### config.mk
export PLATFORM = sky130hd
export DESIGN_NAME = session_handshake_client_fsm
export DESIGN_NICKNAME = d
export VERILOG_FILES = /design/src/hdl/hsc_pkg.sv /design/src/hdl/session_handshake_client_fsm.sv /design/src/hdl/hsc_step.sv /design/src/hdl/hsc_out.sv
export SDC_FILE = /design/constraint.sdc
export NUM_CORES = 1
export LEC_CHECK = 0
export ABC_AREA = 0
export BUFFER_PORTS_ARGS = -buffer_cell sky130_fd_sc_hd__buf_4
export CELL_PAD_IN_SITES_DETAIL_PLACEMENT = 1
export CELL_PAD_IN_SITES_GLOBAL_PLACEMENT = 1
export CORE_AREA = 2 2 167 169
export CTS_BUF_LIST = sky130_fd_sc_hd__clkbuf_8
export DETAILED_ROUTE_END_ITERATION = 16
export DIE_AREA = 0 0 169 171
export HOLD_SLACK_MARGIN = 0.03
export PLACE_DENSITY = 0.95
export SLEW_MARGIN = 20
export SYNTH_ARGS = -nofsm -noshare
export SYNTH_HDL_FRONTEND = slang
export SYNTH_SLANG_ARGS = --single-unit
### constraint.sdc
create_clock -name clock -period 9.6 [get_ports clock]
set_input_delay 1.44 -clock clock [delete_from_list [all_inputs] [get_ports clock]]
set_output_delay 1.44 -clock clock [all_outputs]
set_load 0.005 [all_outputs]
### src/hdl/hsc_pkg.sv
package hsc_pkg;

   localparam int TIME_BITS_DEF = 32;
   localparam int NOW_W         = 32;
   localparam int GAP_W         = 16;
   localparam int CSR_INDEX_W   = 3;

   // Link states, one-hot; link_num() gives the external numbering.
   typedef enum logic [17:0] {
      LS_UNUSED       = 18'h00001,
      LS_CONNECTING   = 18'h00002,
      LS_CONNECTED    = 18'h00004,
      LS_MAPINFO      = 18'h00008,
      LS_BADMAP       = 18'h00010,
      LS_SYNCED       = 18'h00020,
      LS_ASYNC        = 18'h00040,
      LS_CHANGED      = 18'h00080,
      LS_DETACHING    = 18'h00100,
      LS_DISCONNECTED = 18'h00200,
      LS_UNREACHABLE  = 18'h00400,
      LS_USERCANCELED = 18'h00800,
      LS_NOFREESLOTS  = 18'h01000,
      LS_SERVERQUITS  = 18'h02000,
      LS_GOAHEAD      = 18'h04000,
      LS_STARTED      = 18'h08000,
      LS_BADENGINE    = 18'h10000,
      LS_BADNETWORK   = 18'h20000
   } link_state_type;

   // Message kinds sent
   localparam logic [3:0] SK_NONE     = 4'd0;
   localparam logic [3:0] SK_HELLO    = 4'd1;
   localparam logic [3:0] SK_WAITING  = 4'd2;
   localparam logic [3:0] SK_MAP      = 4'd3;
   localparam logic [3:0] SK_MISMATCH = 4'd4;
   localparam logic [3:0] SK_STATE    = 4'd5;
   localparam logic [3:0] SK_RESYNC   = 4'd6;
   localparam logic [3:0] SK_CONFIG   = 4'd7;
   localparam logic [3:0] SK_GO       = 4'd8;
   localparam logic [3:0] SK_GOODBYE  = 4'd9;
   localparam logic [3:0] SK_SEEYOU   = 4'd10;
   localparam logic [3:0] SK_IAMHERE  = 4'd11;

   // Message kinds received
   localparam logic [3:0] RX_QUIT     = 4'd0;
   localparam logic [3:0] RX_AYT      = 4'd1;
   localparam logic [3:0] RX_GOODBYE  = 4'd2;
   localparam logic [3:0] RX_ENGINE   = 4'd3;
   localparam logic [3:0] RX_PROTOCOL = 4'd4;
   localparam logic [3:0] RX_FULL     = 4'd5;
   localparam logic [3:0] RX_WELCOME  = 4'd6;
   localparam logic [3:0] RX_MAP      = 4'd7;
   localparam logic [3:0] RX_STATE    = 4'd8;
   localparam logic [3:0] RX_CONFIG   = 4'd9;
   localparam logic [3:0] RX_RESYNC   = 4'd10;
   localparam logic [3:0] RX_GO       = 4'd11;

   // Item operations
   localparam logic [1:0] OP_TICK   = 2'd0;
   localparam logic [1:0] OP_RX     = 2'd1;
   localparam logic [1:0] OP_DETACH = 2'd2;
   localparam logic [1:0] OP_INIT   = 2'd3;

   // Register indexes
   localparam logic [CSR_INDEX_W-1:0] CSR_HELLO_GAP     = 3'd0;
   localparam logic [CSR_INDEX_W-1:0] CSR_GOODBYE_GAP   = 3'd1;
   localparam logic [CSR_INDEX_W-1:0] CSR_WAIT_CONN_GAP = 3'd2;
   localparam logic [CSR_INDEX_W-1:0] CSR_WAIT_SYNC_GAP = 3'd3;
   localparam logic [CSR_INDEX_W-1:0] CSR_MAP_GAP       = 3'd4;
   localparam logic [CSR_INDEX_W-1:0] CSR_STATE_GAP     = 3'd5;
   localparam logic [CSR_INDEX_W-1:0] CSR_START_GAP     = 3'd6;

   // Register reset values
   localparam logic [GAP_W-1:0] HELLO_GAP_RST     = 16'd500;
   localparam logic [GAP_W-1:0] GOODBYE_GAP_RST   = 16'd100;
   localparam logic [GAP_W-1:0] WAIT_CONN_GAP_RST = 16'd650;
   localparam logic [GAP_W-1:0] WAIT_SYNC_GAP_RST = 16'd850;
   localparam logic [GAP_W-1:0] MAP_GAP_RST       = 16'd650;
   localparam logic [GAP_W-1:0] STATE_GAP_RST     = 16'd450;
   localparam logic [GAP_W-1:0] START_GAP_RST     = 16'd250;

   // Retry budgets
   localparam logic [7:0] BUDGET_HELLO   = 8'd48;
   localparam logic [7:0] BUDGET_WAIT    = 8'd20;
   localparam logic [7:0] BUDGET_GOODBYE = 8'd10;
   localparam logic [7:0] BUDGET_CONFIG  = 8'd50;
   localparam logic [7:0] RETRY_MAX      = 8'hFF;

   localparam int FAREWELL_BURST = 5;
   localparam int BURST_CNT_W    = $clog2(FAREWELL_BURST);

   typedef struct packed {
      logic [GAP_W-1:0] hello;
      logic [GAP_W-1:0] goodbye;
      logic [GAP_W-1:0] wait_conn;
      logic [GAP_W-1:0] wait_sync;
      logic [GAP_W-1:0] map;
      logic [GAP_W-1:0] state;
      logic [GAP_W-1:0] start;
   } gaps_type;

   typedef struct packed {
      logic [1:0]       op;
      logic [NOW_W-1:0] now_ms;
      logic [3:0]       rx_kind;
      logic             from_server;
      logic             map_matches;
      logic             setup_in_sync;
   } item_type;

   typedef struct packed {
      logic [3:0] send_kind;
      logic       keep_going;
      logic [4:0] link_state_out;
   } rsp_type;

   typedef struct packed {
      rsp_type rsp;
      logic    burst;
   } step_ctl_type;

   function automatic logic [4:0] link_num(link_state_type s);
      logic [4:0] n;
      case (s)
         LS_UNUSED:       n = 5'd0;
         LS_CONNECTING:   n = 5'd1;
         LS_CONNECTED:    n = 5'd2;
         LS_MAPINFO:      n = 5'd3;
         LS_BADMAP:       n = 5'd4;
         LS_SYNCED:       n = 5'd5;
         LS_ASYNC:        n = 5'd6;
         LS_CHANGED:      n = 5'd7;
         LS_DETACHING:    n = 5'd8;
         LS_DISCONNECTED: n = 5'd9;
         LS_UNREACHABLE:  n = 5'd10;
         LS_USERCANCELED: n = 5'd11;
         LS_NOFREESLOTS:  n = 5'd12;
         LS_SERVERQUITS:  n = 5'd13;
         LS_GOAHEAD:      n = 5'd14;
         LS_STARTED:      n = 5'd15;
         LS_BADENGINE:    n = 5'd16;
         LS_BADNETWORK:   n = 5'd17;
         default:         n = 5'd0;
      endcase
      return n;
   endfunction

endpackage

### src/hdl/session_handshake_client_fsm.sv
// An accepted item reaches its first result through the input register,
// then the result register; a tick in disconnected gives a farewell burst.
// Throughput: one item per cycle while rsp_ready holds; a farewell burst
// repeats its result FAREWELL_BURST times, and the input side stalls behind it.
// Reset (synchronous): link state unused, counters and send time zero, gap
// registers to their defaults, both channels empty.
module session_handshake_client_fsm #(
   parameter int TIME_BITS = hsc_pkg::TIME_BITS_DEF
) (
   input  logic                            clock,
   input  logic                            reset,
   // item input
   input  logic                            req_valid,
   output logic                            req_ready,
   input  logic [1:0]                      req_op,
   input  logic [hsc_pkg::NOW_W-1:0]       req_now_ms,
   input  logic [3:0]                      req_rx_kind,
   input  logic                            req_from_server,
   input  logic                            req_map_matches,
   input  logic                            req_setup_in_sync,
   // result output
   output logic                            rsp_valid,
   input  logic                            rsp_ready,
   output logic [3:0]                      rsp_send_kind,
   output logic                            rsp_keep_going,
   output logic [4:0]                      rsp_link_state_out,
   output logic                            rsp_last,
   // register writes
   input  logic                            csr_we,
   input  logic [hsc_pkg::CSR_INDEX_W-1:0] csr_index,
   input  logic [hsc_pkg::GAP_W-1:0]       csr_wdata
);

   // Input register
   logic                    in_vld_ff, in_vld_in;
   hsc_pkg::item_type       item_ff, item_in;

   // Session state
   hsc_pkg::link_state_type link_state_ff, link_state_in;
   logic [7:0]              retry_ff, retry_in;
   logic [TIME_BITS-1:0]    last_time_ff, last_time_in;
   logic [3:0]              last_kind_ff, last_kind_in;

   // Gap registers
   hsc_pkg::gaps_type       gaps_ff, gaps_in;

   hsc_pkg::step_ctl_type   step_ctl;
   hsc_pkg::rsp_type        rsp;
   logic                    out_free;
   logic                    adv;
   logic                    req_take;

   // Advance the item in the input register whenever the result register
   // can take it; session state moves on that same edge.
   assign adv       = in_vld_ff && out_free;
   assign req_ready = !in_vld_ff || out_free;
   assign req_take  = req_valid && req_ready;

   always_comb begin
      in_vld_in = in_vld_ff;
      item_in   = item_ff;
      if (adv) begin
         in_vld_in = 1'b0;
      end
      if (req_take) begin
         in_vld_in           = 1'b1;
         item_in.op            = req_op;
         item_in.now_ms        = req_now_ms;
         item_in.rx_kind       = req_rx_kind;
         item_in.from_server   = req_from_server;
         item_in.map_matches   = req_map_matches;
         item_in.setup_in_sync = req_setup_in_sync;
      end
   end

   hsc_step #(
      .TIME_BITS(TIME_BITS)
   ) u_step (
      .item           (item_ff),
      .gaps           (gaps_ff),
      .link_state     (link_state_ff),
      .retry_count    (retry_ff),
      .last_time      (last_time_ff),
      .last_kind      (last_kind_ff),
      .nxt_link_state (link_state_in),
      .nxt_retry_count(retry_in),
      .nxt_last_time  (last_time_in),
      .nxt_last_kind  (last_kind_in),
      .ctl            (step_ctl)
   );

   hsc_out u_out (
      .clock    (clock),
      .reset    (reset),
      .load     (adv),
      .ctl      (step_ctl),
      .rsp_ready(rsp_ready),
      .rsp_valid(rsp_valid),
      .rsp      (rsp),
      .rsp_last (rsp_last),
      .free     (out_free)
   );

   assign rsp_send_kind      = rsp.send_kind;
   assign rsp_keep_going     = rsp.keep_going;
   assign rsp_link_state_out = rsp.link_state_out;

   // Register writes; an index past the list is dropped
   always_comb begin
      gaps_in = gaps_ff;
      if (csr_we) begin
         case (csr_index)
            hsc_pkg::CSR_HELLO_GAP:     gaps_in.hello     = csr_wdata;
            hsc_pkg::CSR_GOODBYE_GAP:   gaps_in.goodbye   = csr_wdata;
            hsc_pkg::CSR_WAIT_CONN_GAP: gaps_in.wait_conn = csr_wdata;
            hsc_pkg::CSR_WAIT_SYNC_GAP: gaps_in.wait_sync = csr_wdata;
            hsc_pkg::CSR_MAP_GAP:       gaps_in.map       = csr_wdata;
            hsc_pkg::CSR_STATE_GAP:     gaps_in.state     = csr_wdata;
            hsc_pkg::CSR_START_GAP:     gaps_in.start     = csr_wdata;
            default: begin
            end
         endcase
      end
   end

   always_ff @(posedge clock) begin
      if (reset) begin
         in_vld_ff         <= 1'b0;
         link_state_ff     <= hsc_pkg::LS_UNUSED;
         retry_ff          <= '0;
         last_time_ff      <= '0;
         last_kind_ff      <= hsc_pkg::SK_NONE;
         gaps_ff.hello     <= hsc_pkg::HELLO_GAP_RST;
         gaps_ff.goodbye   <= hsc_pkg::GOODBYE_GAP_RST;
         gaps_ff.wait_conn <= hsc_pkg::WAIT_CONN_GAP_RST;
         gaps_ff.wait_sync <= hsc_pkg::WAIT_SYNC_GAP_RST;
         gaps_ff.map       <= hsc_pkg::MAP_GAP_RST;
         gaps_ff.state     <= hsc_pkg::STATE_GAP_RST;
         gaps_ff.start     <= hsc_pkg::START_GAP_RST;
      end else begin
         in_vld_ff <= in_vld_in;
         gaps_ff   <= gaps_in;
         if (adv) begin
            link_state_ff <= link_state_in;
            retry_ff      <= retry_in;
            last_time_ff  <= last_time_in;
            last_kind_ff  <= last_kind_in;
         end
      end
   end

   // Payload register, no reset
   always_ff @(posedge clock) begin
      item_ff <= item_in;
   end

   // An item that leaves the input register shows up as a result next cycle
   a_adv_to_rsp: assert property (@(posedge clock) disable iff (reset)
      adv |=> rsp_valid)
      else $error("advanced item did not reach the result register");

   // A burst is never cut short
   a_burst_holds: assert property (@(posedge clock) disable iff (reset)
      (rsp_valid && !rsp_last) |=> rsp_valid)
      else $error("result burst dropped before its last item");

   // Only farewells come in bursts, and they end the session
   a_burst_kind: assert property (@(posedge clock) disable iff (reset)
      (rsp_valid && !rsp_last) |->
         (rsp_send_kind == hsc_pkg::SK_SEEYOU && !rsp_keep_going))
      else $error("non-final result is not a farewell");

   // The input register does not advance while the result side is full
   a_no_overrun: assert property (@(posedge clock) disable iff (reset)
      (rsp_valid && !rsp_ready) |-> !adv)
      else $error("item advanced into a stalled result register");

endmodule

### src/hdl/hsc_step.sv
module hsc_step #(
   parameter int TIME_BITS = hsc_pkg::TIME_BITS_DEF
) (
   input  hsc_pkg::item_type       item,
   input  hsc_pkg::gaps_type       gaps,
   input  hsc_pkg::link_state_type link_state,
   input  logic [7:0]              retry_count,
   input  logic [TIME_BITS-1:0]    last_time,
   input  logic [3:0]              last_kind,
   output hsc_pkg::link_state_type nxt_link_state,
   output logic [7:0]              nxt_retry_count,
   output logic [TIME_BITS-1:0]    nxt_last_time,
   output logic [3:0]              nxt_last_kind,
   output hsc_pkg::step_ctl_type   ctl
);

   logic                          tick_active;
   logic                          has_budget;
   logic                          to_unreach;
   logic [3:0]                    tick_kind;
   logic [hsc_pkg::GAP_W-1:0]     tick_gap;
   logic [7:0]                    tick_budget;
   logic [7:0]                    base_retry;
   hsc_pkg::link_state_type       base_state;
   logic [TIME_BITS-1:0]          now_t;
   logic [TIME_BITS-1:0]          elapsed;
   logic                          gap_ok;
   logic [3:0]                    kind;
   logic                          keep;

   assign now_t   = TIME_BITS'(item.now_ms);
   assign elapsed = now_t - last_time;
   assign gap_ok  = elapsed >= TIME_BITS'(tick_gap);

   // Decode what a tick resends in the current state
   always_comb begin
      tick_active = 1'b0;
      has_budget  = 1'b0;
      to_unreach  = 1'b0;
      tick_kind   = hsc_pkg::SK_NONE;
      tick_gap    = '0;
      tick_budget = hsc_pkg::RETRY_MAX;
      base_retry  = retry_count;
      base_state  = link_state;
      case (link_state)
         hsc_pkg::LS_DETACHING: begin
            tick_active = 1'b1; has_budget = 1'b1; to_unreach = 1'b1;
            tick_kind = hsc_pkg::SK_GOODBYE; tick_gap = gaps.goodbye;
            tick_budget = hsc_pkg::BUDGET_GOODBYE;
         end
         hsc_pkg::LS_CONNECTING: begin
            tick_active = 1'b1; has_budget = 1'b1; to_unreach = 1'b1;
            tick_kind = hsc_pkg::SK_HELLO; tick_gap = gaps.hello;
            tick_budget = hsc_pkg::BUDGET_HELLO;
         end
         hsc_pkg::LS_CONNECTED: begin
            tick_active = 1'b1; has_budget = 1'b1; to_unreach = 1'b1;
            tick_kind = hsc_pkg::SK_WAITING; tick_gap = gaps.wait_conn;
            tick_budget = hsc_pkg::BUDGET_WAIT;
         end
         hsc_pkg::LS_SYNCED: begin
            tick_active = 1'b1;
            if (!item.setup_in_sync) begin
               // setup drifted: fall into changed and act on it this tick
               base_state = hsc_pkg::LS_CHANGED; base_retry = '0;
               has_budget = 1'b1; to_unreach = 1'b1;
               tick_kind = hsc_pkg::SK_STATE; tick_gap = gaps.state;
               tick_budget = hsc_pkg::BUDGET_WAIT;
            end else begin
               tick_kind = hsc_pkg::SK_WAITING; tick_gap = gaps.wait_sync;
            end
         end
         hsc_pkg::LS_CHANGED: begin
            tick_active = 1'b1; has_budget = 1'b1; to_unreach = 1'b1;
            tick_kind = hsc_pkg::SK_STATE; tick_gap = gaps.state;
            tick_budget = hsc_pkg::BUDGET_WAIT;
         end
         hsc_pkg::LS_ASYNC: begin
            tick_active = 1'b1; has_budget = 1'b1; to_unreach = 1'b1;
            tick_kind = hsc_pkg::SK_RESYNC; tick_gap = gaps.state;
            tick_budget = hsc_pkg::BUDGET_WAIT;
         end
         hsc_pkg::LS_MAPINFO: begin
            tick_active = 1'b1; has_budget = 1'b1; to_unreach = 1'b1;
            tick_kind = hsc_pkg::SK_MAP; tick_gap = gaps.map;
            tick_budget = hsc_pkg::BUDGET_WAIT;
         end
         hsc_pkg::LS_BADMAP: begin
            tick_active = 1'b1; has_budget = 1'b1; to_unreach = 1'b1;
            tick_kind = hsc_pkg::SK_MISMATCH; tick_gap = gaps.map;
            tick_budget = hsc_pkg::BUDGET_WAIT;
         end
         hsc_pkg::LS_GOAHEAD: begin
            tick_active = 1'b1; has_budget = 1'b1; to_unreach = 1'b1;
            tick_kind = hsc_pkg::SK_CONFIG; tick_gap = gaps.start;
            tick_budget = hsc_pkg::BUDGET_CONFIG;
         end
         hsc_pkg::LS_STARTED: begin
            // out of budget finishes but keeps the state
            tick_active = 1'b1; has_budget = 1'b1;
            tick_kind = hsc_pkg::SK_GO; tick_gap = gaps.start;
            tick_budget = hsc_pkg::BUDGET_WAIT;
         end
         default: begin
         end
      endcase
   end

   always_comb begin
      nxt_link_state  = link_state;
      nxt_retry_count = retry_count;
      nxt_last_time   = last_time;
      nxt_last_kind   = last_kind;
      kind            = hsc_pkg::SK_NONE;
      keep            = 1'b1;
      ctl.burst       = 1'b0;
      case (item.op)
         hsc_pkg::OP_TICK: begin
            if (link_state == hsc_pkg::LS_DISCONNECTED) begin
               nxt_link_state = hsc_pkg::LS_USERCANCELED;
               kind           = hsc_pkg::SK_SEEYOU;
               keep           = 1'b0;
               ctl.burst      = 1'b1;
            end else if (tick_active) begin
               nxt_link_state  = base_state;
               nxt_retry_count = base_retry;
               if (has_budget && !(base_retry < tick_budget)) begin
                  keep = 1'b0;
                  if (to_unreach) begin
                     nxt_link_state = hsc_pkg::LS_UNREACHABLE;
                  end
               end else if (gap_ok) begin
                  kind          = tick_kind;
                  nxt_last_time = now_t;
                  if (tick_kind == last_kind) begin
                     nxt_retry_count = (base_retry == hsc_pkg::RETRY_MAX) ?
                                       base_retry : base_retry + 8'd1;
                  end else begin
                     nxt_retry_count = '0;
                     nxt_last_kind   = tick_kind;
                  end
               end
            end
         end
         hsc_pkg::OP_RX: begin
            if (item.from_server) begin
               case (item.rx_kind)
                  hsc_pkg::RX_QUIT: begin
                     nxt_link_state = hsc_pkg::LS_SERVERQUITS;
                     keep = 1'b0;
                  end
                  hsc_pkg::RX_AYT: begin
                     kind = hsc_pkg::SK_IAMHERE;
                  end
                  hsc_pkg::RX_GOODBYE: begin
                     if (link_state == hsc_pkg::LS_DETACHING) begin
                        nxt_link_state  = hsc_pkg::LS_DISCONNECTED;
                        nxt_retry_count = '0;
                     end
                  end
                  hsc_pkg::RX_ENGINE: begin
                     if (link_state == hsc_pkg::LS_CONNECTING) begin
                        nxt_link_state = hsc_pkg::LS_BADENGINE;
                     end
                     keep = 1'b0;
                  end
                  hsc_pkg::RX_PROTOCOL: begin
                     if (link_state == hsc_pkg::LS_CONNECTING) begin
                        nxt_link_state = hsc_pkg::LS_BADNETWORK;
                     end
                     keep = 1'b0;
                  end
                  hsc_pkg::RX_FULL: begin
                     if (link_state == hsc_pkg::LS_CONNECTING) begin
                        nxt_link_state = hsc_pkg::LS_NOFREESLOTS;
                     end
                     keep = 1'b0;
                  end
                  hsc_pkg::RX_WELCOME: begin
                     if (link_state == hsc_pkg::LS_CONNECTING) begin
                        nxt_link_state  = hsc_pkg::LS_CONNECTED;
                        nxt_retry_count = '0;
                     end
                  end
                  hsc_pkg::RX_MAP: begin
                     if (link_state == hsc_pkg::LS_CONNECTED) begin
                        if (!item.map_matches) begin
                           nxt_link_state = hsc_pkg::LS_BADMAP;
                        end else begin
                           nxt_link_state  = hsc_pkg::LS_MAPINFO;
                           nxt_retry_count = '0;
                        end
                     end
                  end
                  hsc_pkg::RX_STATE: begin
                     if (link_state == hsc_pkg::LS_MAPINFO) begin
                        nxt_link_state  = hsc_pkg::LS_SYNCED;
                        nxt_retry_count = '0;
                     end else if (link_state == hsc_pkg::LS_SYNCED ||
                                  link_state == hsc_pkg::LS_CHANGED) begin
                        nxt_link_state  = hsc_pkg::LS_ASYNC;
                        nxt_retry_count = '0;
                     end else if (link_state == hsc_pkg::LS_GOAHEAD) begin
                        nxt_link_state  = hsc_pkg::LS_STARTED;
                        nxt_retry_count = '0;
                     end
                  end
                  hsc_pkg::RX_CONFIG: begin
                     if (link_state == hsc_pkg::LS_SYNCED) begin
                        nxt_link_state  = hsc_pkg::LS_GOAHEAD;
                        nxt_retry_count = '0;
                     end
                  end
                  hsc_pkg::RX_RESYNC: begin
                     if (link_state == hsc_pkg::LS_ASYNC) begin
                        nxt_link_state  = hsc_pkg::LS_SYNCED;
                        nxt_retry_count = '0;
                     end
                  end
                  hsc_pkg::RX_GO: begin
                     keep = 1'b0;
                  end
                  default: begin
                  end
               endcase
            end
         end
         hsc_pkg::OP_DETACH: begin
            nxt_link_state  = hsc_pkg::LS_DETACHING;
            nxt_retry_count = '0;
         end
         hsc_pkg::OP_INIT: begin
            nxt_last_time   = now_t;
            nxt_link_state  = hsc_pkg::LS_CONNECTING;
            nxt_retry_count = '0;
            nxt_last_kind   = hsc_pkg::SK_NONE;
         end
         default: begin
         end
      endcase
      ctl.rsp.send_kind      = kind;
      ctl.rsp.keep_going     = keep;
      ctl.rsp.link_state_out = hsc_pkg::link_num(nxt_link_state);
   end

endmodule

### src/hdl/hsc_out.sv
module hsc_out (
   input  logic                  clock,
   input  logic                  reset,
   input  logic                  load,
   input  hsc_pkg::step_ctl_type ctl,
   input  logic                  rsp_ready,
   output logic                  rsp_valid,
   output hsc_pkg::rsp_type      rsp,
   output logic                  rsp_last,
   output logic                  free
);

   logic                            vld_ff, vld_in;
   logic [hsc_pkg::BURST_CNT_W-1:0] rem_ff, rem_in;
   hsc_pkg::rsp_type                data_ff, data_in;

   assign rsp_valid = vld_ff;
   assign rsp       = data_ff;
   assign rsp_last  = (rem_ff == '0);
   assign free      = !vld_ff || (rsp_ready && rem_ff == '0);

   always_comb begin
      vld_in  = vld_ff;
      rem_in  = rem_ff;
      data_in = data_ff;
      if (vld_ff && rsp_ready) begin
         // repeat the same item until the burst count runs out
         if (rem_ff != '0) begin
            rem_in = rem_ff - 1'b1;
         end else begin
            vld_in = 1'b0;
         end
      end
      if (load) begin
         vld_in  = 1'b1;
         data_in = ctl.rsp;
         rem_in  = ctl.burst ? hsc_pkg::BURST_CNT_W'(hsc_pkg::FAREWELL_BURST - 1) : '0;
      end
   end

   always_ff @(posedge clock) begin
      if (reset) begin
         vld_ff <= 1'b0;
         rem_ff <= '0;
      end else begin
         vld_ff <= vld_in;
         rem_ff <= rem_in;
      end
   end

   always_ff @(posedge clock) begin
      data_ff <= data_in;
   end

endmodule
==> summary by stage, run 1 <==
STA
For the finished layout, the period the worst path requires is 7250 ps. Timing would allow up to 0.138 GHz. The final max-slew violation count was 0. Adding up every negative setup slack in the final design gives 0 ps. In this run the tightest slew margin relative to its limit is 0.280. The transition time at the pin with the least slew margin is 1080 ps.

Dividing the final minimum period by the clock period gives 0.755. Setup repair after global routing left no endpoint under its margin. The final setup skew is 26.5 ps. Setup violations remaining at the end of the flow were counted as 0. The number of endpoints with negative hold slack in the final report is 0.

Once routing completed, OpenROAD measured the worst setup slack at 2350 ps.

Die
The height of the chip is 171 um. The core area is 27300 um^2. The width of the chip is 169 um. 78 I/O pins were placed. After floorplanning, the core was divided into 61 placement rows. For this configuration, the core starts out at a cell density of 0.488. The die area is 28900 um^2.

Critical path
The launching element of the worst setup path is link_state_ff[14]. The maximum net fanout on the critical path is 32. The longest individual stage delay on the worst path is 900 ps. The slowest stage of the critical path belongs to the cell and4_1. Setup slack on the worst reg-to-reg path comes out at 2350 ps.

The timing endpoint of the critical path is last_time_ff[18]. The number of buffers and inverters on the critical path is 1. The worst register-to-register path has a depth of 18.

The critical path is of the register to register type. The signal on the critical path passes through nor3_1 -> and4_1 -> and4_1 -> a222oi_1 -> and3_1 -> ha_1 -> a21oi_1 -> nand2_1 -> a221oi_1 -> a21oi_1 -> a211oi_1 -> o211ai_1 -> nor4_1 -> a31oi_1 -> a32oi_4 -> buf_4 -> mux2i_1 -> nor2_1. The end of the worst register-to-register path is last_time_ff[18].

The critical path crosses 18 cells after its start point. STA puts the critical path data arrival time at 7650 ps. The worst setup path is captured at a register.

The startpoint of the lowest-slack register-to-register path is link_state_ff[14]. The critical path data required time is 10000 ps. The sort of element at the start of the critical path is a register. On the critical path the largest part of the delay comes from simple AND/OR/NAND/NOR gates.

Logic synthesis
The synthesized instance count is 1656. The total standard cell area after synthesis is 13300 um^2. The mean post-synth cell area is 8.06 um^2. For this run, the number of Yosys warnings is 0.

For this run, the register share of the synthesized area comes to 0.383. For this run, the leading register cell type out of synthesis is dfxtp_1. The number of enable-type register cells in the synthesized netlist is 51. The unique cell type count in the Yosys netlist is 80. The share of the synthesized area in the top cell type is 0.269.

The number of nets produced by synthesis is 1779. For this run, asynchronously set or reset flops after synthesis account for 0. Sorting the synthesized cells by area gives the leading types as dfxtp_1 27%, edfxtp_1 11%, nand2_1 9.2%. The register bit total from synthesis is 230.

The cell type with the highest aggregate area in the netlist is dfxtp_1.

Power and ir drop
The net switching component of the power is 689 uW. The proportion of power drawn by the clock network is 0.392. Of the total power, the share spent switching nets is 0.294. The share of total power dissipated in combinational logic is 0.156. The standby leakage power is 0.00578 uW. The highest ir drop seen on vdd is 0.000101 V. Cell internal power was estimated by the tool at 1660 uW. Dividing total power by cell area gives a power density of 156 nW/um^2. The relative contribution of sequential cells to total power is 0.451.

Cells and area
The number of antenna repair diodes is 0. The net count of the finished layout is 1837. Of the cells placed in the final design, the portion with a size suffix greater than 1 is 0.101.

The area growth from synthesis to layout is 12.6%.

Drt
In the routed design, unresolved DRC markers number 0. After detailed routing, the number of vias per cell comes to 6.42. The total number of vias is 13400. The mean routed wirelength per cell is 22.0 um. The wire length after detailed routing is 46000 um. The first-iteration detailed-routing DRC count is 1173. The iteration count of the initial detailed-routing pass is 6. Once detail routing completed, the nets flagged for antenna violations numbered 0.

Global route
The via count of the first global-routing pass is 13700. The number of antenna violations at the first check in global routing came to 0. The total routing resource utilization after global routing is 0.315. The final global-route overflow total is 0. The largest net degree at the start of global routing is 102.

The first-pass GRT wire length is 73000 um.

Place
Routability-driven placement finished with a final weighted congestion of 0.969. After legalization and detailed placement, the total HPWL measured 32400 um. The number of buffers added on ports is 77. Timing analysis after detailed placement gives a worst setup slack of 2630 ps.

Outcome
The flow ran to the end, and the final reports show no timing, DRC or antenna violations.

Clock network
For the worst-skew pair, the clock arrives at the later sink with an insertion delay of 560 ps. Once the clock tree was built, the setup fixing pass inserted 0 buffers. Clock-pin slew was measured on the worst setup and hold paths at 70 ps. No sink is reached through more buffers than the 3 on the longest clock path.

The H-tree was split into 2 levels. CTS placed an instance of clkbuf_8 at the clock tree root. The CTS tree is built. The post-cts gate resize count is 0. The number of CTS-inserted buffers is 41. The clock drives 230 sinks.

The count of hold-fix buffers inserted at cts is 0.

Min path
The min-delay analysis places its worst path in the category register to register.

Job
The number of max-cap violations is 0.
[worst min-delay path by stage]
stage	slack (ps)	from	depth (start not counted)	end
after global routing	480	gaps_ff[61]	2	gaps_ff[61]
after CTS	460	gaps_ff[90]	2	gaps_ff[90]
after detailed placement	450	gaps_ff[90]	2	gaps_ff[90]
final	460	gaps_ff[90]	2	gaps_ff[90]
after floorplan	440	gaps_ff[15]	2	gaps_ff[15]
after global placement	440	gaps_ff[68]	2	gaps_ff[68]
[routing by layer]
metal / wire length, um / track usage
met2: 22800 / 0.563
met5: 0 / 0
met1: 18500 / 0.376
met3: 2530 / 0.0430
met4: 2170 / 0.148
[tightest hold or removal path: cells and delay by family, from the launching register on]
kind	cells	cell delay [ps]
flip-flops	1	310
AND/OR/NAND/NOR	1	50
AO/OA/AOI/OAI	1	50
[power by group through the flow]
stage / Sequential (uW) / Combinational, uW / Clock, uW
after floorplan: 1060 / 243 / 0
after global routing: 1060 / 400 / 977
final: 1060 / 366 / 920
after CTS: 1060 / 361 / 935
after detailed placement: 1080 / 356 / 0
after global placement: 1080 / 339 / 0
[registers in the layout, indices dropped and copies added, names as in the netlist]
name	count
in_vld_ff	1
u_out.rem_ff	3
u_out.rsp_valid	1
last_time_ff	32
last_kind_ff	4
retry_ff	8
gaps_ff	112
link_state_ff	18
item_ff	41
u_out.rsp	10
[cell usage after synthesis, types with 4 or more instances]
master	count
nand2_1	328
dfxtp_1	179
a21oi_1	157
nor2_1	137
clkbuf_1	71
inv_1	61
ha_1	57
o21ai_0	52
edfxtp_1	51
nor3_1	49
mux2i_1	38
nand3b_1	36
and3_1	35
nand3_1	34
a222oi_1	32
xnor2_1	29
nand2b_1	22
nand4_1	19
a211oi_1	16
nor2b_1	16
and2_1	15
nor4_1	15
a21o_1	13
o211ai_1	13
a31oi_1	12
and4_1	8
o21ai_1	8
or2_2	8
a41oi_1	7
or3_1	7
or4_1	7
xor2_1	7
o2bb2ai_1	6
a21boi_0	5
a311o_1	5
a311oi_1	5
o21a_1	5
o22ai_1	5
o31ai_1	5
a2111oi_0	4
a211o_1	4
a22oi_1	4
[placed cells by master, fill, tap and decap left out, types with 14 or more instances in the layout]
master and n:
nand2b_1 22, edfxtp_1 51, nor2_1 136, dfxtp_1 179, buf_4 91, inv_1 77
xnor2_1 29, clkbuf_8 50, nand2_1 328, o21ai_0 52, nand3_1 34, nand3b_1 36
ha_1 57, mux2i_1 38, nor2b_1 16, nor3_1 47, a21oi_1 156, a222oi_1 32
and2_1 15, and3_1 35, nand4_1 19, nor4_1 14, a211oi_1 16
[cell type report]
class | count | area [um^2]
fillers | 3311 | 12300
multi-input cells | 1288 | 7750
flip-flops and latches | 230 | 5110
clock buffers | 50 | 688
repair buffers | 91 | 683
well taps | 346 | 433
inverters | 62 | 233
clock inverters | 25 | 131
[cell families (layout without fill, tap and decap cells)]
group / count (synthesis) / count (layout) / share of synthesized area
AO/OA/AOI/OAI: 394 / 394 / 0.195
XOR/XNOR: 36 / 36 / 0.0236
adder cells (fa/ha/maj): 58 / 58 / 0.0549
buffers and inverters: 138 / 228 / 0.0402
flip-flops: 230 / 230 / 0.383
multiplexers: 41 / 41 / 0.0310
AND/OR/NAND/NOR: 759 / 759 / 0.272
[stage by stage]
step	area (um^2)	util	std cells	hold slack [ps]	power, uW
after floorplan	13300	-	1656	436	1300
after global placement	14200	0.520	2017	441	1410
after detailed placement	14200	0.520	2017	449	1430
after CTS	15000	0.550	2092	457	2350
after global routing	15000	0.550	2092	481	2440
final	15000	0.550	2092	457	2350
Note: power is estimated with default switching activity, not from simulation.
==> inputs of run 2 (changes only) <==
--- a/config.mk
+++ b/config.mk
@@ -5,16 +5,16 @@
 export SDC_FILE = /design/constraint.sdc
 export NUM_CORES = 1
 export LEC_CHECK = 0
-export ABC_AREA = 0
+export ABC_AREA = 1
 export BUFFER_PORTS_ARGS = -buffer_cell sky130_fd_sc_hd__buf_4
 export CELL_PAD_IN_SITES_DETAIL_PLACEMENT = 1
 export CELL_PAD_IN_SITES_GLOBAL_PLACEMENT = 1
-export CORE_AREA = 2 2 167 169
+export CORE_AREA = 2 2 186 188
 export CTS_BUF_LIST = sky130_fd_sc_hd__clkbuf_8
 export DETAILED_ROUTE_END_ITERATION = 16
-export DIE_AREA = 0 0 169 171
+export DIE_AREA = 0 0 188 190
 export HOLD_SLACK_MARGIN = 0.03
-export PLACE_DENSITY = 0.95
+export PLACE_DENSITY = 0.89
 export SLEW_MARGIN = 20
 export SYNTH_ARGS = -nofsm -noshare
 export SYNTH_HDL_FRONTEND = slang
==> constraint.sdc (replaced) <==
create_clock -name clock -period 6.2 [get_ports clock]
set_input_delay 0.93 -clock clock [delete_from_list [all_inputs] [get_ports clock]]
set_output_delay 0.93 -clock clock [all_outputs]
set_load 0.005 [all_outputs]
==> run 2 against run 1 <==
Total power increased by 72%. Sequential share of layout area decreased by 1.9 points. Global-route usage decreased by 5.7 points. Core utilization down 8.2 points. Via count is 5.2% higher. Sequential power increased by 57%. Non-clock buffer count shrank 1. Sequential cell count is the same. Worst setup slack got worse by 1600 ps. Wire length is 0.47% lower. Cell count increased by 25%. Highest routed layer unchanged.
==> summary by stage, run 2 <==
Drt
The mean routed wirelength per cell is 17.6 um. The iteration count of the initial detailed-routing pass is 5. Once detail routing completed, the nets flagged for antenna violations numbered 0. After detailed routing, the number of vias per cell comes to 5.43. Summed over all layers, the routed wires come to 45800 um. The total number of vias is 14100. The first routing iteration left 868 violations. The DRC violation count after routing is 0.

Min path
The startpoint identified for the worst hold timing path is gaps_ff[73]. The worst hold path cell count is 2. The worst min-delay path category is register to register.

The sink of the worst hold path is gaps_ff[73].

Logic synthesis
The number of enable-type register cells in the synthesized netlist is 51. The predominant post-synthesis flop cell is dfxtp_1. The total standard cell area after synthesis is 14000 um^2. Of the post-synthesis cell area, the dominant cell type holds 0.256. After synthesis, the mean cell area works out to 6.88 um^2. After synthesis the netlist holds a flip-flop and latch count of 230.

The synthesized instance count is 2038. Among all cell types in the netlist, the one instantiated most often is nand2_1. For this run, the number of Yosys warnings is 0. For this run, the register share of the synthesized area comes to 0.365. Sorting the synthesized cells by how often they occur yields 433 x nand2_1, 367 x nor2_1, 240 x inv_1. The cell type with the highest aggregate area in the netlist is dfxtp_1. After synthesis, the cell types taking the most area are dfxtp_1 26%, nand2_1 12%, edfxtp_1 11%. The unique cell type count in the Yosys netlist is 62. The share of async-settable or async-resettable flops after synthesis is 0.

The number of nets produced by synthesis is 2161.

Power and ir drop
The net switching fraction of the power is 0.320. The standby leakage power is 0.00753 uW. The highest ir drop seen on vdd is 0.000156 V. The share of total power dissipated in the clock network is 0.390.

The net switching component of the power is 1290 uW. The share of total power dissipated in sequential elements is 0.411. The internal portion of the total power is 2740 uW. Of the total power, combinational logic draws 0.199. For this design the ratio of total power to cell area is 253 nW/um^2.

Critical path
In this design, the critical path's most frequently occurring cell is nand2_1. The slowest stage of the critical path belongs to the cell buf_4. In this design, the stage delay of the slowest critical-path cell is 510 ps. The worst setup path is captured at a register. STA classifies the critical path startpoint as a register. The critical path goes through nor2_1 -> nand2_2 -> nor2_4 -> nand3_1 -> clkinvlp_4 -> a22o_1 -> a221oi_1 -> nand2_1 -> a221oi_1 -> ha_1 -> nand2_1 -> nor2_1 -> a211oi_1 -> nand2_1 -> a21oi_1 -> nand4_4 -> a21oi_1 -> inv_1 -> nand3b_1 -> buf_4 -> nand2_1 -> nand2_1 -> nor2_1. The reg-to-reg setup timing slack is 730 ps.

The category of the critical setup timing path is register to register. The worst-case reg-to-reg path depth is 23. The startpoint of the lowest-slack register-to-register path is link_state_ff[4]. The worst path buffer plus inverter count is 3. Broken down by cell family, the worst path's largest delay share belongs to compound AO/OA/AOI/OAI gates. The maximum net fanout on the critical path is 64. The critical path data required time is 6690 ps. The data arrival time of the worst path is 5950 ps.

The end of the worst register-to-register path is last_time_ff[17].

Cells and area
For this run, the number of standard cells in the final layout without fillers is 2605. The number of antenna diodes in the final layout is 0. The share of final-layout standard cells stronger than drive strength 1 is 0.106.

The final net count is 2238. The library cell used most frequently in the layout, excluding fill and tap cells, is nand2_1. In the final layout, the registers with the most flip-flops are gaps_ff (112), item_ff (41), last_time_ff (32). Relative to the synthesized area, the layout overhead comes to 13.5%. The number of flip-flops under the largest register name is 112.

In the layout the commonest cells are 433 x nand2_1, 367 x nor2_1, 253 x inv_1. The register with the most flip-flops is gaps_ff. The count of filler cells inserted in the layout is 4419.

STA
The number of endpoints with negative hold slack in the final report is 0. Across the routed clock network, the largest skew measured is 27.8 ps. The transition time at the pin with the least slew margin is 1070 ps. Setup repair after global routing left no endpoint under its margin. The final max-slew violation count was 0. The worst setup margin is 734 ps. Based on the critical path, the design can be clocked at up to 0.183 GHz. Setup violations remaining at the end of the flow were counted as 0.

Setup total negative slack on the finished layout was measured at 0 ps. The final hold slack is 460 ps. The fraction of the cycle the final worst path needs is 0.882. For the finished layout, the period the worst path requires is 5470 ps. The worst-case headroom to the max-slew limit is 0.285.

Global route
After global routing the overflow that remains totals 0. The first-pass GRT wire length is 75300 um. The largest net degree at the start of global routing is 81.

The via count of the first global-routing pass is 14900. Across every metal layer, demand over resource in global routing totals 0.258. The number of antenna violations at the first check in global routing is 0.

Die
The height of the chip is 190 um. The initial core utilization is 0.413. Measured along the x axis, the die boundary spans 188 um. After floorplanning, the core was divided into 68 placement rows. The core area is 33900 um^2. 78 I/O pins were placed.

The die area is 35700 um^2.

Clock network
The H-tree was split into 2 levels. The post-CTS setup buffer count is 0. The number of sinks driven by the clock tree is 230. The buffer cell driving the clock tree root is clkbuf_8.

Clock latency on the worst-skew pair, taken at its later pin, is 620 ps. The worst-case clock buffer depth is 3. The number of CTS-inserted buffers is 43. The clock-pin slew reported for the worst setup and hold paths after clock tree synthesis is 60 ps. The CTS tree is built.

Job
The number of max-cap violations is 0.

Place
Summed over all nets, the half-perimeter wirelength after detailed placement is 33900 um. Once placement completed, the tool counted placed cells totaling 2525. The worst slack at placement is 605 ps.

The final weighted congestion of routability-driven global placement is 0.933. The number of buffers added on ports is 77.

Outcome
The flow ran to the end, and the final reports show no timing, DRC or antenna violations.
## run 2: cells by family (layout without fill, tap and decap cells)
kind of cell,Yosys count,in the layout,share of synthesized area
AND/OR/NAND/NOR,1057,1057,0.329
AO/OA/AOI/OAI,350,350,0.145
buffers and inverters,311,423,0.0880
flip-flops,230,230,0.365
adder cells (fa/ha/maj),58,58,0.0523
XOR/XNOR,32,32,0.0200
## run 2: metrics by stage
step / power [uW] / area, um^2 / util
6_report: 4030 / 15900 / 0.469
5_1_grt: 4240 / 15900 / 0.469
4_1_cts: 4060 / 15900 / 0.468
3_5_place_dp: 2480 / 15000 / 0.441
3_3_place_gp: 2440 / 15000 / 0.441
2_1_floorplan: 2240 / 14000 / -
## run 2: power by group through the flow
| stage | registers [uW] | clock network (uW) | logic (uW) |
|---|---|---|---|
| floorplan | 1670 | 0 | 565 |
| global placement | 1680 | 0 | 762 |
| detailed placement | 1690 | 0 | 795 |
| CTS | 1650 | 1600 | 802 |
| global route | 1660 | 1670 | 909 |
| finish | 1660 | 1570 | 803 |
## run 2: layout make-up
class	instances	area (um^2)	share of cell area
Multi-Input combinational cell	1497	7670	0.482
Sequential cell	230	5110	0.322
Inverter	253	956	0.0601
Clock buffer	57	785	0.0493
Timing Repair Buffer	90	676	0.0425
Tap cell	455	569	0.0358
Clock inverter	23	138	0.00865
## run 2: how the worst max path moves through the flow
stage	to	slack, ps	from	cells after the start
6_report	last_time_ff[17]	730	link_state_ff[4]	23
5_1_grt	last_time_ff[8]	160	link_state_ff[4]	23
4_1_cts	last_time_ff[17]	520	link_state_ff[4]	23
3_5_place_dp	last_time_ff[15]	610	link_state_ff[4]	23
3_3_place_gp	last_time_ff[6]	790	link_state_ff[4]	23
2_1_floorplan	last_time_ff[14]	2150	link_state_ff[16]	28
## run 2: worst reg2reg max path, stage by stage, from the launching register on
cell and delay (ps):
dfxtp_1 500, nor2_1 140, nand2_2 200, nor2_4 90, nand3_1 320, clkinvlp_4 450, a22o_1 310, a221oi_1 310
nand2_1 90, a221oi_1 270, ha_1 300, nand2_1 90, nor2_1 60, a211oi_1 260, nand2_1 90, a21oi_1 430
nand4_4 220, a21oi_1 170, inv_1 60, nand3b_1 70, buf_4 510, nand2_1 210, nand2_1 110, nor2_1 80
## run 2: what timing repair did
item / 4_1_cts / 5_1_grt
gates resized for setup: 0 / 1
endpoints found under the setup margin: 0 / 3
hold buffers: 0 / 0
## run 2: layer usage
layer,global-route usage,part of all wire,up-vias
met4,0.0812,0.024,0
met2,0.462,0.49,308
met1,0.319,0.44,6880
met3,0.0398,0.044,81
li1,-,-,6864
met5,0,0,-
==> inputs of run 3 (changes only) <==
--- a/config.mk
+++ b/config.mk
@@ -9,13 +9,14 @@
 export BUFFER_PORTS_ARGS = -buffer_cell sky130_fd_sc_hd__buf_4
 export CELL_PAD_IN_SITES_DETAIL_PLACEMENT = 1
 export CELL_PAD_IN_SITES_GLOBAL_PLACEMENT = 1
-export CORE_AREA = 2 2 186 188
+export CORE_AREA = 2 2 206 208
 export CTS_BUF_LIST = sky130_fd_sc_hd__clkbuf_8
 export DETAILED_ROUTE_END_ITERATION = 16
-export DIE_AREA = 0 0 188 190
+export DIE_AREA = 0 0 208 210
 export HOLD_SLACK_MARGIN = 0.03
-export PLACE_DENSITY = 0.89
+export PLACE_DENSITY = 0.88
 export SLEW_MARGIN = 20
 export SYNTH_ARGS = -nofsm -noshare
 export SYNTH_HDL_FRONTEND = slang
+export SYNTH_HIERARCHICAL = 1
 export SYNTH_SLANG_ARGS = --single-unit
==> run 3 against run 2 <==
First-iteration DRC count rose by 42%. Area after synthesis rose by 20%. Core utilization fell by 1.6 points. Critical path depth rose by 2. Highest routed layer unchanged. Design area rose by 18%. Clock skew rose by 18 ps. Register-to-register slack got worse by 150 ps. Sequential cell count did not move. Clock power rose by 5%.
==> summary by stage, run 3 <==
Logic synthesis
The mean post-synth cell area is 6.23 um^2. In this run, distinct cell masters in the synthesized netlist total 60. In the synthesized netlist the dominant register cell turns out to be dfxtp_1. The share of the synthesized area in the top cell type is 0.212. In the post-synthesis netlist, the biggest area contributors are dfxtp_1 21%, nand2_1 17%, nor2_1 10%. The synthesized instance count is 2711. Of all cell types, the one taking the most synthesized area is dfxtp_1.

The number of enable-type register cells in the synthesized netlist is 51. The synthesized netlist occupies a cell area of 16900 um^2. Synthesis produced a netlist with a net count of 2838.

The register bit total from synthesis is 230. Yosys printed 6 warnings. Counting instances in the post-synthesis netlist gives the leading cell types as 757 x nand2_1, 453 x nor2_1, 242 x inv_1. The cell with the most instances after synthesis is nand2_1. The sequential-to-total area share from yosys stat is 0.303.

The share of async-settable or async-resettable flops after synthesis is 0.

Die
For this configuration, the core starts out at a cell density of 0.407. The total I/O pin count is 78. The die covers 43700 um^2. The width of the chip is 208 um. Measured along the y axis, the die boundary spans 210 um. The floorplan has 75 rows. The core area is 41500 um^2.

Clock network
TritonCTS built the clock tree. The H-tree depth is 2. The clock-pin slew reported for the worst setup and hold paths after clock tree synthesis is 60 ps.

The tree is rooted in a clkbuf_8. The number of CTS-inserted buffers is 45. The post-CTS setup buffer count is 0. In this run, post-CTS hold repair placed 0 buffers. The longest clock path from root to sink contains 3 buffers. Once the clock tree was built, the resizer swapped 0 gates to a different size. The number of sinks driven by the clock tree is 230. The clock latency on the worst-skew pair is 650 ps.

Power and ir drop
The power per standard cell area is 236 nW/um^2. The highest ir drop seen on vdd is 0.000152 V. Summed over all cells, the static leakage comes to 0.00878 uW.

Drt
In this run, the number of DRC markers left after iteration 0 of detailed routing was 1235. The via density per instance is 5.65. The DRC violation count after routing is 0. For this run, the detailed router's first-pass iteration total came to 5. The number of routed nets with antenna violations is 0.

Summing over every cut layer, the via total after detailed routing is 18700. Dividing the detail-routed wire length by the instance count gives 19.1 um. The wire length after detailed routing is 63300 um.

STA
The fraction of the cycle the final worst path needs is 0.905. The final max-slew violation count came to 0. The number of endpoints with negative hold slack in the final report is 0.

The transition time at the pin with the least slew margin is 1030 ps. Setup repair after global routing left no endpoint under its margin. For the finished layout, the period the worst path requires is 5610 ps.

The timing-limited maximum frequency is 0.178 GHz. The setup violation total in the final timing report is 0. The aggregate negative setup slack is 0 ps. The worst-case headroom to the max-slew limit is 0.312.

The final setup skew is 45.6 ps.

Cells and area
Leaving out fill and tap cells, the most frequent cell in the layout is nand2_1. The share of final-layout standard cells stronger than drive strength 1 is 0.102. In the layout the commonest cells are 756 x nand2_1, 450 x nor2_1, 251 x inv_1. After the last flow step, the layout net total stands at 2869. The number of flip-flops under the largest register name is 112.

The area of all placed cells without fillers is 18800 um^2. Ranked by flip-flop count, first place goes to gaps_ff. The largest registers in the layout are gaps_ff (112), item_ff (41), last_time_ff (32). Compared with the post-synthesis result, the final layout area differs by 11.1%.

Min path
The tightest min-delay check is of the primary input to register type.

Critical path
For the worst setup path, the data arrival time is 6180 ps. The critical path data required time is 6760 ps. The sort of element at the start of the critical path is a register. The critical path in this run is classified as register to register.

The sort of element at the end of the critical path is a register. In this run the worst path has a maximum fanout of 34.

Outcome
The flow ran to the end, and the final reports show no timing, DRC or antenna violations.

Place
The final weighted congestion of routability-driven global placement is 0.950. The wire-length estimate of the detail-placed layout is 45000 um. The number of buffers added on ports is 77. The cell area after placement is 17800 um^2.

Global route
The first-pass GRT wire length is 101000 um. The total routing resource utilization after global routing is 0.284. Entering global routing, the biggest net connects 109 pins. Global routing finished with a remaining overflow of 0. The number of antenna violations at the first check in global routing was 1. The via count of the first global-routing pass is 19300.

Job
Max-cap violations in this run came to 0.
-- run 3: worst paths after layout --
path,start,endpoint,slack [ps],depth (start not counted)
worst min-delay path,req_rx_kind[2],item_ff[5],460,1
worst max-delay path,link_state_ff[17],last_time_ff[19],590,25
worst min register to register,gaps_ff[22],gaps_ff[22],470,2
worst max register to register,link_state_ff[17],last_time_ff[19],590,25
-- run 3: metrics by stage --
| stage | std cells | total power [uW] | utilization | setup slack, ps | hold WS [ps] |
|---|---|---|---|---|---|
| 3_5_place_dp | 3234 | 2780 | 0.429 | 655 | 447 |
| 3_3_place_gp | 3234 | 2730 | 0.429 | 741 | 430 |
| 2_1_floorplan | 2711 | 2440 | - | 2270 | 422 |
| 5_1_grt | 3318 | 4650 | 0.452 | 61.9 | 434 |
| 4_1_cts | 3317 | 4440 | 0.452 | 607 | 415 |
| 6_report | 3318 | 4420 | 0.452 | 587 | 459 |
-- run 3: final cells by class --
cell class	instances	area, um^2
clock inverters	26	171
flip-flops and latches	230	5110
fillers	5598	22700
repair buffers	100	751
inverters	268	1010
multi-input cells	2097	10300
clock buffers	57	785
well taps	539	674
diodes	1	2.50
-- run 3: cells by family (layout without fill, tap and decap cells) --
family / after synthesis / count (layout) / share of synthesized area
buffers and inverters: 384 / 451 / 0.0915
adders and majority gates: 62 / 62 / 0.0464
xor gates and xnor gates: 26 / 26 / 0.0135
DFF: 230 / 230 / 0.303
AOI/OAI and AO/OA: 354 / 354 / 0.117
other: 0 / 1 / 0
and+or+nand+nor: 1655 / 1655 / 0.429
-- run 3: per-layer routing --
layer  global-route usage  routed length [um]  up-vias
met5                    0                   0        -
met4                0.119                2270        0
met3               0.0432                3310      161
met2                0.492               30500      547
met1                0.353               27100     9139
li1                     -                   -     8900
-- run 3: critical path, stage by stage (launching register included) --
cell and delay [ps]:
dfxtp_1 370, nor2_4 300, inv_2 180, nor3_1 310
nand2_1 180, inv_1 610, nor2_1 180, nand4_1 180
nor3_1 110, nor2_1 400, nand3_1 170, inv_1 90
ha_1 240, a21oi_1 150, nor2_1 60, a211oi_1 210
nand2_2 160, nand2_4 360, inv_2 420, nand2_1 190
nand2_1 90, nand2_1 60, nand3_1 80, a21oi_1 170
o21ai_0 100, nor2_1 120
-- run 3: power by group --
part | internal [uW] | leakage [uW] | total [uW] | switching [uW]
Sequential | 1610 | 0.00196 | 1680 | 66.0
Combinational | 344 | 0.00629 | 1100 | 753
Clock | 884 | 0.000535 | 1650 | 762
